### src/rtl/core/imdct12_pkg.sv
package imdct12_pkg;

   localparam int unsigned WordWidth     = 32;
   localparam int unsigned ProductWidth  = 2 * WordWidth;
   localparam int unsigned SampleCount   = 6;
   localparam int unsigned CsrIndexWidth = 8;

   typedef logic [WordWidth-1:0] word_type;

   // configuration register map
   typedef enum logic [CsrIndexWidth-1:0] {
      CSR_COS30_HALF = 8'd0,
      CSR_MID_TERM   = 8'd1,
      CSR_SUM_TERM   = 8'd2,
      CSR_DIFF_TERM  = 8'd3
   } csr_index_type;

   localparam word_type CoefCos30HalfReset = 32'd1859775393;
   localparam word_type CoefMidTermReset   = 32'd1518500250;
   localparam word_type CoefSumTermReset   = 32'd1111619334;
   localparam word_type CoefDiffTermReset  = 32'd2074309917;

   typedef struct packed {
      word_type cos30_half;
      word_type mid_term;
      word_type sum_term;
      word_type diff_term;
   } coef_type;

   typedef struct packed {
      word_type w0;
      word_type w1;
      word_type w2;
      word_type w3;
      word_type w4;
      word_type w5;
   } sample_type;

   // running sums after the first stage
   typedef struct packed {
      word_type a0;
      word_type a1;
      word_type a2;
      word_type a3;
      word_type a4;
      word_type a5;
   } prefix_type;

   // multiplier operands plus the terms that bypass the multipliers
   typedef struct packed {
      word_type d;
      word_type base;
      word_type op_a2;
      word_type op_a3;
      word_type op_mid;
      word_type mix;
   } operand_type;

   // first rank of products, mix still waits for the scaled third sum
   typedef struct packed {
      word_type d;
      word_type base;
      word_type mix;
      word_type p_a2;
      word_type p_a3;
      word_type p_mid;
   } partial_type;

   typedef struct packed {
      word_type d;
      word_type base;
      word_type p_a2;
      word_type p_mid;
      word_type p_sum;
      word_type p_diff;
   } product_type;

   typedef struct packed {
      word_type y_pair_0_5;
      word_type y_pair_1_4;
      word_type y_pair_2_3;
      word_type y_pair_6_11;
      word_type y_pair_7_10;
      word_type y_pair_8_9;
   } result_type;

   // high word of the signed 64-bit product
   function automatic word_type qmul(input word_type value, input word_type coef);
      logic signed [ProductWidth-1:0] prod;
      prod = $signed(value) * $signed(coef);
      return prod[ProductWidth-1:WordWidth];
   endfunction

endpackage

### src/rtl/core/imdct12_bfly.sv
module imdct12_bfly (
   input  logic                     clock,
   input  logic                     reset,
   input  logic                     in_valid,
   output logic                     in_ready,
   input  imdct12_pkg::product_type in_data,
   output logic                     out_valid,
   input  logic                     out_ready,
   output imdct12_pkg::result_type  out_data
);
   import imdct12_pkg::*;

   logic       valid_ff;
   result_type data_ff;
   result_type data_in;
   word_type   s;
   word_type   t;

   assign in_ready  = !valid_ff || out_ready;
   assign out_valid = valid_ff;
   assign out_data  = data_ff;

   always_comb begin
      s = in_data.base + in_data.p_a2;
      t = in_data.base - in_data.p_a2;
      data_in.y_pair_7_10 = in_data.d + in_data.p_mid;
      data_in.y_pair_1_4  = in_data.d - in_data.p_mid;
      data_in.y_pair_8_9  = s + in_data.p_sum;
      data_in.y_pair_2_3  = s - in_data.p_sum;
      data_in.y_pair_0_5  = t - in_data.p_diff;
      data_in.y_pair_6_11 = t + in_data.p_diff;
   end

   always_ff @(posedge clock) begin
      if (reset) begin
         valid_ff <= 1'b0;
      end else if (in_ready) begin
         valid_ff <= in_valid;
      end
   end

   always_ff @(posedge clock) begin
      if (in_valid && in_ready) begin
         data_ff <= data_in;
      end
   end

endmodule

### config.mk
export PLATFORM = sky130hd
export DESIGN_NAME = imdct12_bfly
export DESIGN_NICKNAME = d
export VERILOG_FILES = /design/src/rtl/core/imdct12_pkg.sv /design/src/rtl/core/imdct12_bfly.sv
export SDC_FILE = /design/constraint.sdc
export NUM_CORES = 1
export LEC_CHECK = 0
export BUFFER_PORTS_ARGS = -buffer_cell sky130_fd_sc_hd__buf_2
export CAP_MARGIN = 25
export CORE_MARGIN = 4
export CORE_UTILIZATION = 43
export CTS_BUF_LIST = sky130_fd_sc_hd__clkbuf_16
export DETAILED_ROUTE_END_ITERATION = 8
export GPL_ROUTABILITY_DRIVEN = 0
export PLACE_DENSITY = 0.65
export SLEW_MARGIN = 25
export SYNTH_ARGS = -nofsm -noshare
export SYNTH_HDL_FRONTEND = slang
export SYNTH_SLANG_ARGS = --single-unit
### constraint.sdc
create_clock -name clock -period 11.1 [get_ports clock]
set_clock_uncertainty 0.1 [all_clocks]
set_input_delay 0 -clock clock [delete_from_list [all_inputs] [get_ports clock]]
set_output_delay 0 -clock clock [all_outputs]
set_load 0.05 [all_outputs]
==> reports/metrics.yaml, run 1 <==
status: "finished clean"
std_cell_rows: 76
hold_path_class: "input port to flip-flop"
post_route_cells_drive_above_1_share_pct: 17.6
critical_path_arrival_ns: 5.77
setup_violations: 0
setup.reg_to_reg.worst_slack_ns: 8.61
fin_crit_sh_pct: 50.5
layout_common_cells: "389 x sky130_fd_sc_hd__buf_2, 261 x sky130_fd_sc_hd__inv_1, 248 x sky130_fd_sc_hd__ha_1, 240 x sky130_fd_sc_hd__a21oi_1, 189 x sky130_fd_sc_hd__edfxtp_1"
grt_pass1_wl_mm: 86.6
fin_tns_setup_ns: 0
synth_cell_types: 79
io_pins: 390
crit_fanout: 9
most_common_cell_after_layout_fill_and_taps_aside: "sky130_fd_sc_hd__buf_2"
drt_first_iter_violations: 941
worstSetupStartpointType: "input port"
max_cap_violations: 0
grt_antenna_before_repair: 20
post_synth_mux_area_share_pct: 0.372
cts-htree-levels: 4
post-place-ws_ns: 5.56
max_clock_freq_ghz: 0.178
drtAntennaViolNets: 0
route.detailed.drc: 0
synthTopCellsByArea: "sky130_fd_sc_hd__edfxtp_1 30%, sky130_fd_sc_hd__ha_1 16%, sky130_fd_sc_hd__xnor2_1 7.8%"
insertion_delay_ns: 0.50
clock_tree.buffer_depth: 2
crit_path_top_delay_cell: "sky130_fd_sc_hd__dlygate4sd3_1"
cts_sinks: 190
cellPowerDensity_nw_per_um2: 179
fin_nets: 2992
cts_tree: "yes"
synthDominantAreaCellType: "sky130_fd_sc_hd__edfxtp_1"
vias_per_cell: 5.46
end_kind: "flip-flop"
hold_viol_final: 0
timing.rr.end: "out_data[104]$_DFFE_PP_"
yosys_top_cell_area_share_pct: 30.1
gr-total-overflow: 0
clkTransAtPathRegs_ns: 0.07
hold_slack_ns: 0.0298
slew-limit-headroom_pct: 37.6
synth_top_flop_cell: "sky130_fd_sc_hd__edfxtp_1"
grt_pass1_vias: 16838
worstHoldStart: "in_data[180]"
reg2reg_from: "out_valid$_SDFFE_PP0N_"
worst_hold_path.endpoint: "out_data[53]$_DFFE_PP_"
largest_family_of_logic_cells_by_synthesized_area: "compound AO/OA/AOI/OAI gates"
synthesis.area_per_instance_um2: 8.78
max_stage_delay_ns: 0.55
synthesized_area_fraction_occupied_by_ao_oa_aoi_and_oai_cells_pct: 21.0
route.vias.total: 17178
grt_start_max_net_pins: 69
rsz0062_at_grt: "false"
dp_hpwl_mm: 44.9
power.ir.vdd_worst_v: 0.000157
synth_simple_gate_area_share_pct: 13.7
fillers: 4006
initial_core_util_pct: 43.6
synthXorXnorAreaFrac_pct: 10.1
ys_seq_area_share_pct: 30.2
syn-cell-area_um2: 18800
port_buffers: 389
cts_buffers: 17
syn-instance-count: 2144
ys_async_sr_fraction_pct: 0
number_of_warnings_issued_by_yosys: 0
flow.area_growth_from_synthesis_pct: 19.4
ys_ff_latch: 190
adder_cell_fraction_of_synth_area_pct: 17.3
critical_path_data_required_time_ns: 11.26
die-area_um2: 47200
ff2ff_path_depth: 3
postCtsSetupBuffers: 0
avgRoutedWirePerCell_um: 17.9
finalCriticalPeriod_ns: 5.61
synth_edf_count: 189
finalWorstSetupSlack_ns: 5.49
power.leakage_nw: 10.1
dieWidth_um: 217
total_routing_resource_utilization_after_global_routing_pct: 23.1
crit_path_kind: "input port to flip-flop"
tightestPinTransition_ns: 0.913
final-max-slew-violation-count: 0
totalWireLength_mm: 56.2
crit_chain: "buf_2 > ha_1 > fa_1 > nor2b_1 > o21a_1 > o21ai_0 > a211oi_1 > o21ai_0 > a31oi_1 > a21o_1 > a21oi_1 > xnor2_1 > ha_1 > nor4_2 > nand3_1 > a2111oi_0 > o21bai_1 > o31ai_1 > a2111oi_2 > nor2_1 > o31ai_2 > xor2_1 > dlygate4sd3_1"
core_region_area_um2: 43200
clockRootBuffer: "sky130_fd_sc_hd__clkbuf_16"
worstHoldPathCells: 5
die-height_um: 217
detailedRoute.firstPassIterationCount: 7
synth_nets: 2596
sequential cells by signal, summed over array words and instances, names as in the netlist:
signal / count
out_valid: 1
out_data: 189
worst max path at each step:
| stage | from | to |
|---|---|---|
| after detailed placement | in_data[97] | out_data[94]$_DFFE_PP_ |
| after CTS | in_data[96] | out_data[94]$_DFFE_PP_ |
| final | in_data[96] | out_data[94]$_DFFE_PP_ |
| after global placement | in_data[97] | out_data[94]$_DFFE_PP_ |
| after global routing | in_data[97] | out_data[94]$_DFFE_PP_ |
| after floorplan | out_valid$_SDFFE_PP0N_ | out_data[100]$_DFFE_PP_ |
routing by layer:
layer,track usage [%],part of all wire (%)
met5,0,0.16
met4,7.99,3.1
met3,5.88,7.4
met2,39.6,48
met1,28.3,42
area by class of cell:
class / instances / area (um^2) / share of cell area [%]
diodes: 8 / 20.0 / 0.0891
clock buffers: 17 / 425 / 1.89
clock inverters: 15 / 166 / 0.740
inverters: 262 / 983 / 4.38
multi-input cells: 1605 / 11800 / 52.3
flip-flops and latches: 190 / 5700 / 25.3
well taps: 585 / 732 / 3.26
repair buffers: 464 / 2690 / 12.0
cell usage after synthesis (all sizes together) (22+ instances only):
cell / number
nand2b: 34
a21oi: 243
inv: 262
a31oi: 22
ha: 248
xnor2: 168
xor2: 49
nor2b: 33
clkbuf: 60
o21bai: 57
buf: 27
edfxtp: 189
o21ai: 87
nor3: 61
a21o: 39
nor2: 181
nand2: 64
o31ai: 27
nor4: 23
nand3: 25
where the power goes:
group          internal, mW  leakage (nW)  total (mW)  switching, mW
sequential             1.05          1.83        1.10         0.0510
combinational         0.723          7.97        2.29           1.56
clock                 0.335         0.294       0.649          0.314
total                  2.11          10.1        4.03           1.93
through the flow:
| step | util [%] | area, um^2 | power, mW | std cells |
|---|---|---|---|---|
| detailed placement | 49.0 | 21100 | 3.34 | 3033 |
| CTS | 52.0 | 22500 | 4.05 | 3138 |
| global route | 52.1 | 22500 | 4.28 | 3144 |
| global placement | 49.0 | 21100 | 3.32 | 3033 |
| floorplan | - | 18800 | 2.82 | 2144 |
| finish | 52.1 | 22500 | 4.03 | 3146 |
kinds of logic after synthesis:
kind of cell / after synthesis
xor+xnor: 217
flops: 190
fa+ha+maj: 256
compound gates: 613
simple gates: 512
buf+inv: 349
mux: 7
timing repair:
action | CTS | global route
setup endpoints to repair | 0 | 0
resized for setup | 0 | 0
endpoints found under the hold margin | 71 | 0
hold buffers | 73 | 0
critical path, delay by kind of cell:
kind            cells  cell delay [ns]
compound gates     12             2.88
xor+xnor            2             0.34
fa+ha+maj           3             1.03
buf+inv             2             0.66
simple gates        4             0.82
(Power assumes the default switching activity.)
==> run 2: changes to the inputs <==
--- a/config.mk
+++ b/config.mk
@@ -5,6 +5,7 @@
 export SDC_FILE = /design/constraint.sdc
 export NUM_CORES = 1
 export LEC_CHECK = 0
+export ABC_AREA = 1
 export BUFFER_PORTS_ARGS = -buffer_cell sky130_fd_sc_hd__buf_2
 export CAP_MARGIN = 25
 export CORE_MARGIN = 4
@@ -12,7 +13,6 @@
 export CTS_BUF_LIST = sky130_fd_sc_hd__clkbuf_16
 export DETAILED_ROUTE_END_ITERATION = 8
 export GPL_ROUTABILITY_DRIVEN = 0
-export PLACE_DENSITY = 0.65
 export SLEW_MARGIN = 25
 export SYNTH_ARGS = -nofsm -noshare
 export SYNTH_HDL_FRONTEND = slang
==> constraint.sdc (replaced) <==
create_clock -name clock -period 5.7 [get_ports clock]
set_clock_uncertainty 0.1 [all_clocks]
set_input_delay 0 -clock clock [delete_from_list [all_inputs] [get_ports clock]]
set_output_delay 0 -clock clock [all_outputs]
set_load 0.05 [all_outputs]
==> run 2 against run 1 <==
  * Setup slack worse by 3.3 ns
  * Highest routed layer unchanged
  * Sequential power up 91%
  * Wire length grew 44%
  * Critical endpoint is now out_data[31]$_DFFE_PP_
  * Utilization is 1.8 points lower
  * Synthesized area up 16%
  * Combinational power grew 110%
  * Critical path type unchanged
==> reports/metrics.yaml, run 2 <==
timing.rr.end: "out_data[27]$_DFFE_PP_"
ys_async_sr_fraction_pct: 0  # unchanged
dieWidth_um: 233  # +7.3%
most_common_cell_after_layout_fill_and_taps_aside: "sky130_fd_sc_hd__nand2_1"
fin_nets: 4062  # +36%
synth_edf_count: 189  # unchanged
crit_fanout: 7  # -2
cellPowerDensity_nw_per_um2: 322  # +79%
fin_crit_sh_pct: 61.2
synth_nets: 3672  # +41%
synth_cell_types: 44  # -44%
tightestPinTransition_ns: 0.852  # -0.0612 ns
crit_path_start: "in_data[113]"
flow.area_growth_from_synthesis_pct: 15.7
detailedRoute.firstPassIterationCount: 7  # unchanged
setup_violations: 0  # unchanged
finalCriticalPeriod_ns: 3.49
cts_tree: "yes"
io_pins: 390  # unchanged
placed_cells_incl_taps: 4229  # +39%
std_cell_rows: 82  # +7.9%
totalWireLength_mm: 81.0  # +44%
hold_slack_ns: 0.0568  # +0.0270 ns
hold_viol_final: 0  # unchanged
total_routing_resource_utilization_after_global_routing_pct: 28.7  # +5.6 points
ys_ff_latch: 190  # unchanged
commonest_cells_in_the_synthesized_netlist: "844 x sky130_fd_sc_hd__nand2_1, 502 x sky130_fd_sc_hd__inv_1, 334 x sky130_fd_sc_hd__nor2_1"
final-max-slew-violation-count: 0  # unchanged
grt_pass1_wl_mm: 121  # +40%
place_area_um2: 24300  # +15%
postLayoutCellArea_um2: 25200  # +12%
end_kind: "flip-flop"
route.detailed.drc: 0  # unchanged
cts-htree-levels: 4  # unchanged
worst_hold_path.endpoint: "out_data[133]$_DFFE_PP_"
synthDominantAreaCellType: "sky130_fd_sc_hd__edfxtp_1"
worstHoldStart: "in_data[165]"
status: "finished clean"
number_of_warnings_issued_by_yosys: 0  # unchanged
fillers: 5019  # +25%
insertion_delay_ns: 0.48  # -0.02 ns
syn-instance-count: 3220  # +50%
post_route_insts_no_fill: 4301  # +37%
rsz0062_at_grt: "false"
clkTransAtPathRegs_ns: 0.08  # about the same
route.vias.total: 23326  # +36%
clockRootBuffer: "sky130_fd_sc_hd__clkbuf_16"
avgRoutedWirePerCell_um: 18.8  # +5.4%
cts_buffers: 17  # unchanged
die-height_um: 233  # +7.3%
hold_path_class: "input port to flip-flop"
slew-limit-headroom_pct: 43.2  # +5.7 points
layout_common_cells: "844 x sky130_fd_sc_hd__nand2_1, 502 x sky130_fd_sc_hd__inv_1, 389 x sky130_fd_sc_hd__buf_2, 334 x sky130_fd_sc_hd__nor2_1, 286 x sky130_fd_sc_hd__a21oi_1"
max_ffs_per_register: 189  # unchanged
core_region_area_um2: 50200  # +16%
power.leakage_nw: 13.1  # +30%
fin_tns_setup_ns: 0  # unchanged
drtAntennaViolNets: 0  # unchanged
critical_path_data_required_time_ns: 5.85  # -5.41 ns
worstHoldPathCells: 3  # -2
reg2reg_from: "out_valid$_SDFFE_PP0N_"
synth_top_flop_cell: "sky130_fd_sc_hd__edfxtp_1"
power.ir.vdd_worst_v: 0.000237  # +51%
dp_hpwl_mm: 68.6  # +53%
grt_start_max_net_pins: 139  # +100%
vias_per_cell: 5.42  # -0.68%
crit_path_kind: "input port to flip-flop"
synthesis.area_per_instance_um2: 6.77  # -23%
port_buffers: 389  # unchanged
gr-total-overflow: 0  # unchanged
setup.reg_to_reg.worst_slack_ns: 3.45  # -5.16 ns
grt_antenna_before_repair: 8  # -60%
synthTopCellsByArea: "sky130_fd_sc_hd__edfxtp_1 26%, sky130_fd_sc_hd__nand2_1 15%, sky130_fd_sc_hd__ha_1 14%"
syn-cell-area_um2: 21800  # +16%
critical_path_arrival_ns: 3.64  # -2.13 ns
drt_first_iter_violations: 2754  # +190%
worstSetupStartpointType: "input port"
yosys_top_cell_area_share_pct: 26.0  # -4.1 points
die-area_um2: 54400  # +15%
clock_tree.buffer_depth: 2  # unchanged
ys_seq_area_share_pct: 26.1  # -4.1 points
grt_pass1_vias: 21669  # +29%
max_cap_violations: 0  # unchanged
max_clock_freq_ghz: 0.287
power_mw: 8.12  # +100%
cts_sinks: 190  # unchanged
ff2ff_path_depth: 3  # unchanged
synthMostInstantiatedCell: "sky130_fd_sc_hd__nand2_1"
post_route_cells_drive_above_1_share_pct: 12.7  # -4.9 points
initial_core_util_pct: 43.4  # -0.17 points
==> run 2: cell types whose count changed after synthesis, moves of 25 or more <==
cell | previous run | this run
sky130_fd_sc_hd__inv_1 | 259 | 502
sky130_fd_sc_hd__nand2b_1 | 34 | 0
sky130_fd_sc_hd__o21ai_0 | 81 | 117
sky130_fd_sc_hd__nand2_1 | 64 | 844
sky130_fd_sc_hd__clkbuf_1 | 60 | 0
sky130_fd_sc_hd__nor2b_1 | 33 | 0
sky130_fd_sc_hd__a21oi_1 | 240 | 287
sky130_fd_sc_hd__buf_2 | 14 | 39
sky130_fd_sc_hd__nand4_1 | 12 | 39
sky130_fd_sc_hd__o31ai_1 | 25 | 0
sky130_fd_sc_hd__nor2_1 | 181 | 334
sky130_fd_sc_hd__xor2_1 | 49 | 149
sky130_fd_sc_hd__nand3_1 | 25 | 217
sky130_fd_sc_hd__xnor2_1 | 168 | 7
==> run 2: where the power goes <==
group | internal, mW | leakage, nW | total [mW] | switching [mW]
clock network | 0.605 | 0.258 | 1.20 | 0.592
registers | 2.01 | 1.84 | 2.10 | 0.0895
logic | 1.25 | 11.0 | 4.83 | 3.57
==> run 2: what timing repair did <==
action,4_1_cts,5_1_grt
setup buffers,0,0
endpoints found under the hold margin,44,0
hold buffers,34,0
setup endpoints to repair,0,0
gates resized for setup,0,0
==> run 2: layer usage <==
layer  wire length (um)  vias to the layer above  global-route usage [%]
li1                   -                    11280                       -
met1              34600                    10665                    39.1
met2              36300                     1237                    46.5
met3               7870                      138                    5.65
met4               2120                        6                    8.18
met5                 44                        -                       0
==> run 2: how the worst max path moves through the flow <==
stage                              end  slack [ns]
2_1_floorplan  out_data[100]$_DFFE_PP_        1.47
3_3_place_gp    out_data[92]$_DFFE_PP_        1.84
3_5_place_dp    out_data[31]$_DFFE_PP_        1.84
4_1_cts         out_data[31]$_DFFE_PP_        2.36
5_1_grt         out_data[31]$_DFFE_PP_        1.92
6_report        out_data[31]$_DFFE_PP_        2.21
==> run 2: layout make-up <==
cell class                 count  area, um^2  share of cell area (%)
antenna                        6        15.0                  0.0595
timing repair buffer         425        2310                    9.18
multi-input combinational   2467       13900                    55.0
sequential                   190        5700                    22.6
clock buffer                  17         425                    1.69
inverter                     509        1910                    7.57
clock inverter                15         136                   0.541
tap                          672         841                    3.33
==> run 2: kinds of logic after synthesis <==
group / count (synthesis) / share of synthesized area (%)
adders and majority gates: 256 / 15.0
AOI/OAI and AO/OA: 517 / 13.2
and+or+nand+nor: 1538 / 29.2
buffers and inverters: 563 / 10.2
xor gates and xnor gates: 156 / 6.27
DFF: 190 / 26.1
==> run 2: stage by stage <==
step	worst slack (ns)	util [%]
2_1_floorplan	1.47	-
3_3_place_gp	1.84	48.4
3_5_place_dp	1.84	48.4
4_1_cts	2.36	50.2
5_1_grt	1.92	50.3
6_report	2.21	50.3
==> run 2: critical path, stage by stage <==
cell	delay, ns
sky130_fd_sc_hd__buf_2	0.13
sky130_fd_sc_hd__inv_1	0.05
sky130_fd_sc_hd__ha_1	0.46
sky130_fd_sc_hd__inv_1	0.16
sky130_fd_sc_hd__a21oi_1	0.23
sky130_fd_sc_hd__o21ai_0	0.20
sky130_fd_sc_hd__nor2_1	0.22
sky130_fd_sc_hd__nand3_1	0.18
sky130_fd_sc_hd__xor2_1	0.22
sky130_fd_sc_hd__ha_1	0.46
sky130_fd_sc_hd__inv_1	0.20
sky130_fd_sc_hd__a21oi_1	0.24
sky130_fd_sc_hd__nor2_1	0.07
sky130_fd_sc_hd__nor2_1	0.17
sky130_fd_sc_hd__nand2_1	0.10
sky130_fd_sc_hd__nand2_1	0.07
sky130_fd_sc_hd__nand2_1	0.04
sky130_fd_sc_hd__a21oi_1	0.23
sky130_fd_sc_hd__inv_1	0.07
sky130_fd_sc_hd__nand2_1	0.07
sky130_fd_sc_hd__nand2_1	0.05
==> run 3: changes to the inputs <==
==> constraint.sdc (replaced) <==
create_clock -name clock -period 3.5 [get_ports clock]
set_clock_uncertainty 0.1 [all_clocks]
set_input_delay 0 -clock clock [delete_from_list [all_inputs] [get_ports clock]]
set_output_delay 0 -clock clock [all_outputs]
set_load 0.05 [all_outputs]
==> run 3 against run 2 <==
  * Via count grew 4.2%
  * Register-to-register slack worse by 1.9 ns
  * Total power rose by 80%
  * Non-clock buffer count grew 339
  * Flip-flop and latch count is the same
  * Critical endpoint is now out_data[26]$_DFFE_PP_
  * Highest routed layer unchanged
==> reports/metrics.yaml, run 3 (same netlist as run 2, synthesis figures left out) <==
tightestPinTransition_ns: 0.579  # -0.272 ns
cts_sinks: 190  # unchanged
layout.area.seq_um2: 5700  # about the same
grt_antenna_before_repair: 5  # -3
setup_violations: 0  # unchanged
path_buf_inv: 4  # -1
placed_cells_incl_taps: 4565  # +7.9%
port_buffers: 389  # unchanged
pwr-share-comb_pct: 61.4  # +2.0 points
fillers: 4936  # -1.7%
power.sequential.fraction_pct: 23.3  # -2.5 points
critical_path_arrival_ns: 3.43  # -0.21 ns
totalWireLength_mm: 82.7  # +2.1%
cellPowerDensity_nw_per_um2: 525  # +63%
avgRoutedWirePerCell_um: 17.8  # -5.3%
detailedRoute.firstPassIterationCount: 7  # unchanged
hold_slack_ns: 0.0455  # -0.0113 ns
drtAntennaViolNets: 0  # unchanged
worst_path_most_repeated_cell: "sky130_fd_sc_hd__nand2_1"
grt_util_met1_pct: 39.5  # +0.39 points
route.detailed.drc: 0  # unchanged
clockRootBuffer: "sky130_fd_sc_hd__clkbuf_16"
critical_path_data_required_time_ns: 3.66  # -2.19 ns
clock_tree.buffer_depth: 2  # unchanged
grt_pass1_wl_mm: 124  # +2.8%
vias_per_cell: 5.24  # -3.4%
layout_common_cells: "844 x sky130_fd_sc_hd__nand2_1, 503 x sky130_fd_sc_hd__inv_1, 389 x sky130_fd_sc_hd__buf_2, 335 x sky130_fd_sc_hd__buf_4, 333 x sky130_fd_sc_hd__nor2_1"
insertion_delay_ns: 0.49  # about the same
timing.critical_path.max_delay_family: "simple AND/OR/NAND/NOR gates"
final_util_pct: 55.6  # +5.4 points
footprint_of_the_multi_input_gates_um2: 13900  # +0.13%
finalCriticalPeriod_ns: 3.27
dp_hpwl_mm: 70.3  # +2.5%
crit_chain: "buf_2 > ha_1 > inv_1 > fa_1 > o21ai_2 > nand2_1 > nand2_1 > nand2_1 > nand2_1 > a21oi_1 > xor2_1 > ha_1 > nor2_1 > buf_4 > inv_1 > nor2_1 > nand2_1 > nor4_1 > nand2_1 > nand4_1 > nand2_1"
slew-limit-headroom_pct: 61.0  # +18 points
rsz0062_at_grt: "true"
crit_path_top_delay_cell: "sky130_fd_sc_hd__fa_1"
grt_pass1_vias: 22919  # +5.8%
crit_fanout: 6  # -1
max_cap_violations: 0  # unchanged
hold_path_class: "input port to flip-flop"
busiest_layer: "met2"
io_pins: 390  # unchanged
drt_first_iter_violations: 2360  # -14%
hold_viol_final: 0  # unchanged
finalWorstSetupSlack_ns: 0.227  # -1.98 ns
power_frac_clock_pct: 15.3  # +0.6 points
power_mw: 14.7  # +80%
switchingPower_mw: 7.15  # +68%
max_ffs_per_register: 189  # unchanged
post_route_cells_drive_above_1_share_pct: 20.2  # +7.5 points
final-max-slew-violation-count: 0  # unchanged
max_stage_delay_ns: 0.40  # -0.06 ns
crit_path_kind: "input port to flip-flop"
power.ir.vdd_worst_v: 0.000355  # +50%
worstSetupStartpointType: "input port"
power.leakage_nw: 14.8  # +13%
globalRouteMet2Util_pct: 46.9  # +0.40 points
gr-total-overflow: 0  # unchanged
cts_buffers: 17  # unchanged
max_clock_freq_ghz: 0.305
most_common_cell_after_layout_fill_and_taps_aside: "sky130_fd_sc_hd__nand2_1"
flow.area_growth_from_synthesis_pct: 28.1
post_route_insts_no_fill: 4638  # +7.8%
cts-htree-levels: 4  # unchanged
initial_core_util_pct: 43.4  # unchanged
fin_crit_sh_pct: 93.5
end_kind: "flip-flop"
cts_tree: "yes"
total_routing_resource_utilization_after_global_routing_pct: 29.4  # +0.67 points
grt_start_max_net_pins: 69  # -50%
clkTransAtPathRegs_ns: 0.07  # about the same
dieWidth_um: 233  # unchanged
die-height_um: 233  # unchanged
fin_nets: 4401  # +8.3%
die-area_um2: 54400  # unchanged
post-place-ws_ns: -0.209  # -2.05 ns
route.vias.total: 24309  # +4.2%
status: "finished clean"
cell_internal_pwr_mw: 7.51  # +94%
switching_portion_of_total_power_pct: 48.8  # -3.6 points
std_cell_rows: 82  # unchanged
core_region_area_um2: 50200  # unchanged
grt.met3_usage_pct: 5.67  # +0.024 points
[run 3: cell types whose count changed in the layout (fill, tap and decap cells not counted), moves of 3 or more]
cell / delta
sky130_fd_sc_hd__dlygate4sd3_1: +3
sky130_fd_sc_hd__bufinv_16: +4
sky130_fd_sc_hd__o21ai_0: -3
sky130_fd_sc_hd__o21ai_1: +3
sky130_fd_sc_hd__buf_4: +334
[run 3: final timing paths]
check | startpoint | end | slack, ns | depth (start not counted)
max reg2reg | out_valid$_SDFFE_PP0N_ | out_data[164]$_DFFE_PP_ | 1.54 | 2
min | in_data[165] | out_data[133]$_DFFE_PP_ | 0.05 | 3
min reg2reg | out_valid$_SDFFE_PP0N_ | out_data[157]$_DFFE_PP_ | 0.74 | 2
max | in_data[128] | out_data[26]$_DFFE_PP_ | 0.23 | 21
[run 3: power groups by stage]
stage	logic, mW	registers [mW]	clock network [mW]
final	9.00	3.41	2.25
after global routing	9.70	3.45	2.38
after CTS	8.89	3.42	2.31
after detailed placement	8.81	3.46	0
after global placement	8.77	3.46	0
after floorplan	3.85	5.18	0
[run 3: final cells by class]
| cell class | instances | area share (%) |
|---|---|---|
| Clock buffer | 17 | 1.52 |
| Timing Repair Buffer | 764 | 17.5 |
| Sequential cell | 190 | 20.4 |
| Antenna cell | 4 | 0.0359 |
| Inverter | 509 | 6.84 |
| Clock inverter | 15 | 0.829 |
| Multi-Input combinational cell | 2467 | 49.8 |
| Tap cell | 672 | 3.01 |
[run 3: worst min-delay path: cells and delay by family]
family	cells	cell delay, ns
xor+xnor	1	0.11
fa+ha+maj	1	0.25
buf+inv	1	0.10
[run 3: what timing repair did]
| item | in CTS | in global routing |
|---|---|---|
| setup buffers | 0 | 0 |
| gates resized for setup | 0 | 7 |
| hold buffers | 37 | 0 |
| setup endpoints to repair | 0 | 5 |
| endpoints found under the hold margin | 53 | 0 |
[run 3: through the flow]
| stage | TNS (ns) | cell area, um^2 |
|---|---|---|
| 2_1_floorplan | -119.96 | 21800 |
| 3_3_place_gp | -2.52 | 26900 |
| 3_5_place_dp | -3.34 | 26900 |
| 4_1_cts | 0 | 27900 |
| 5_1_grt | -0.00933 | 27900 |
| 6_report | 0 | 27900 |
[run 3: per-layer routing]
layer	wire length, um	part of all wire (%)
met1	35700	43
met2	36300	44
met3	7290	8.8
met4	3360	4.1
met5	35	0.042
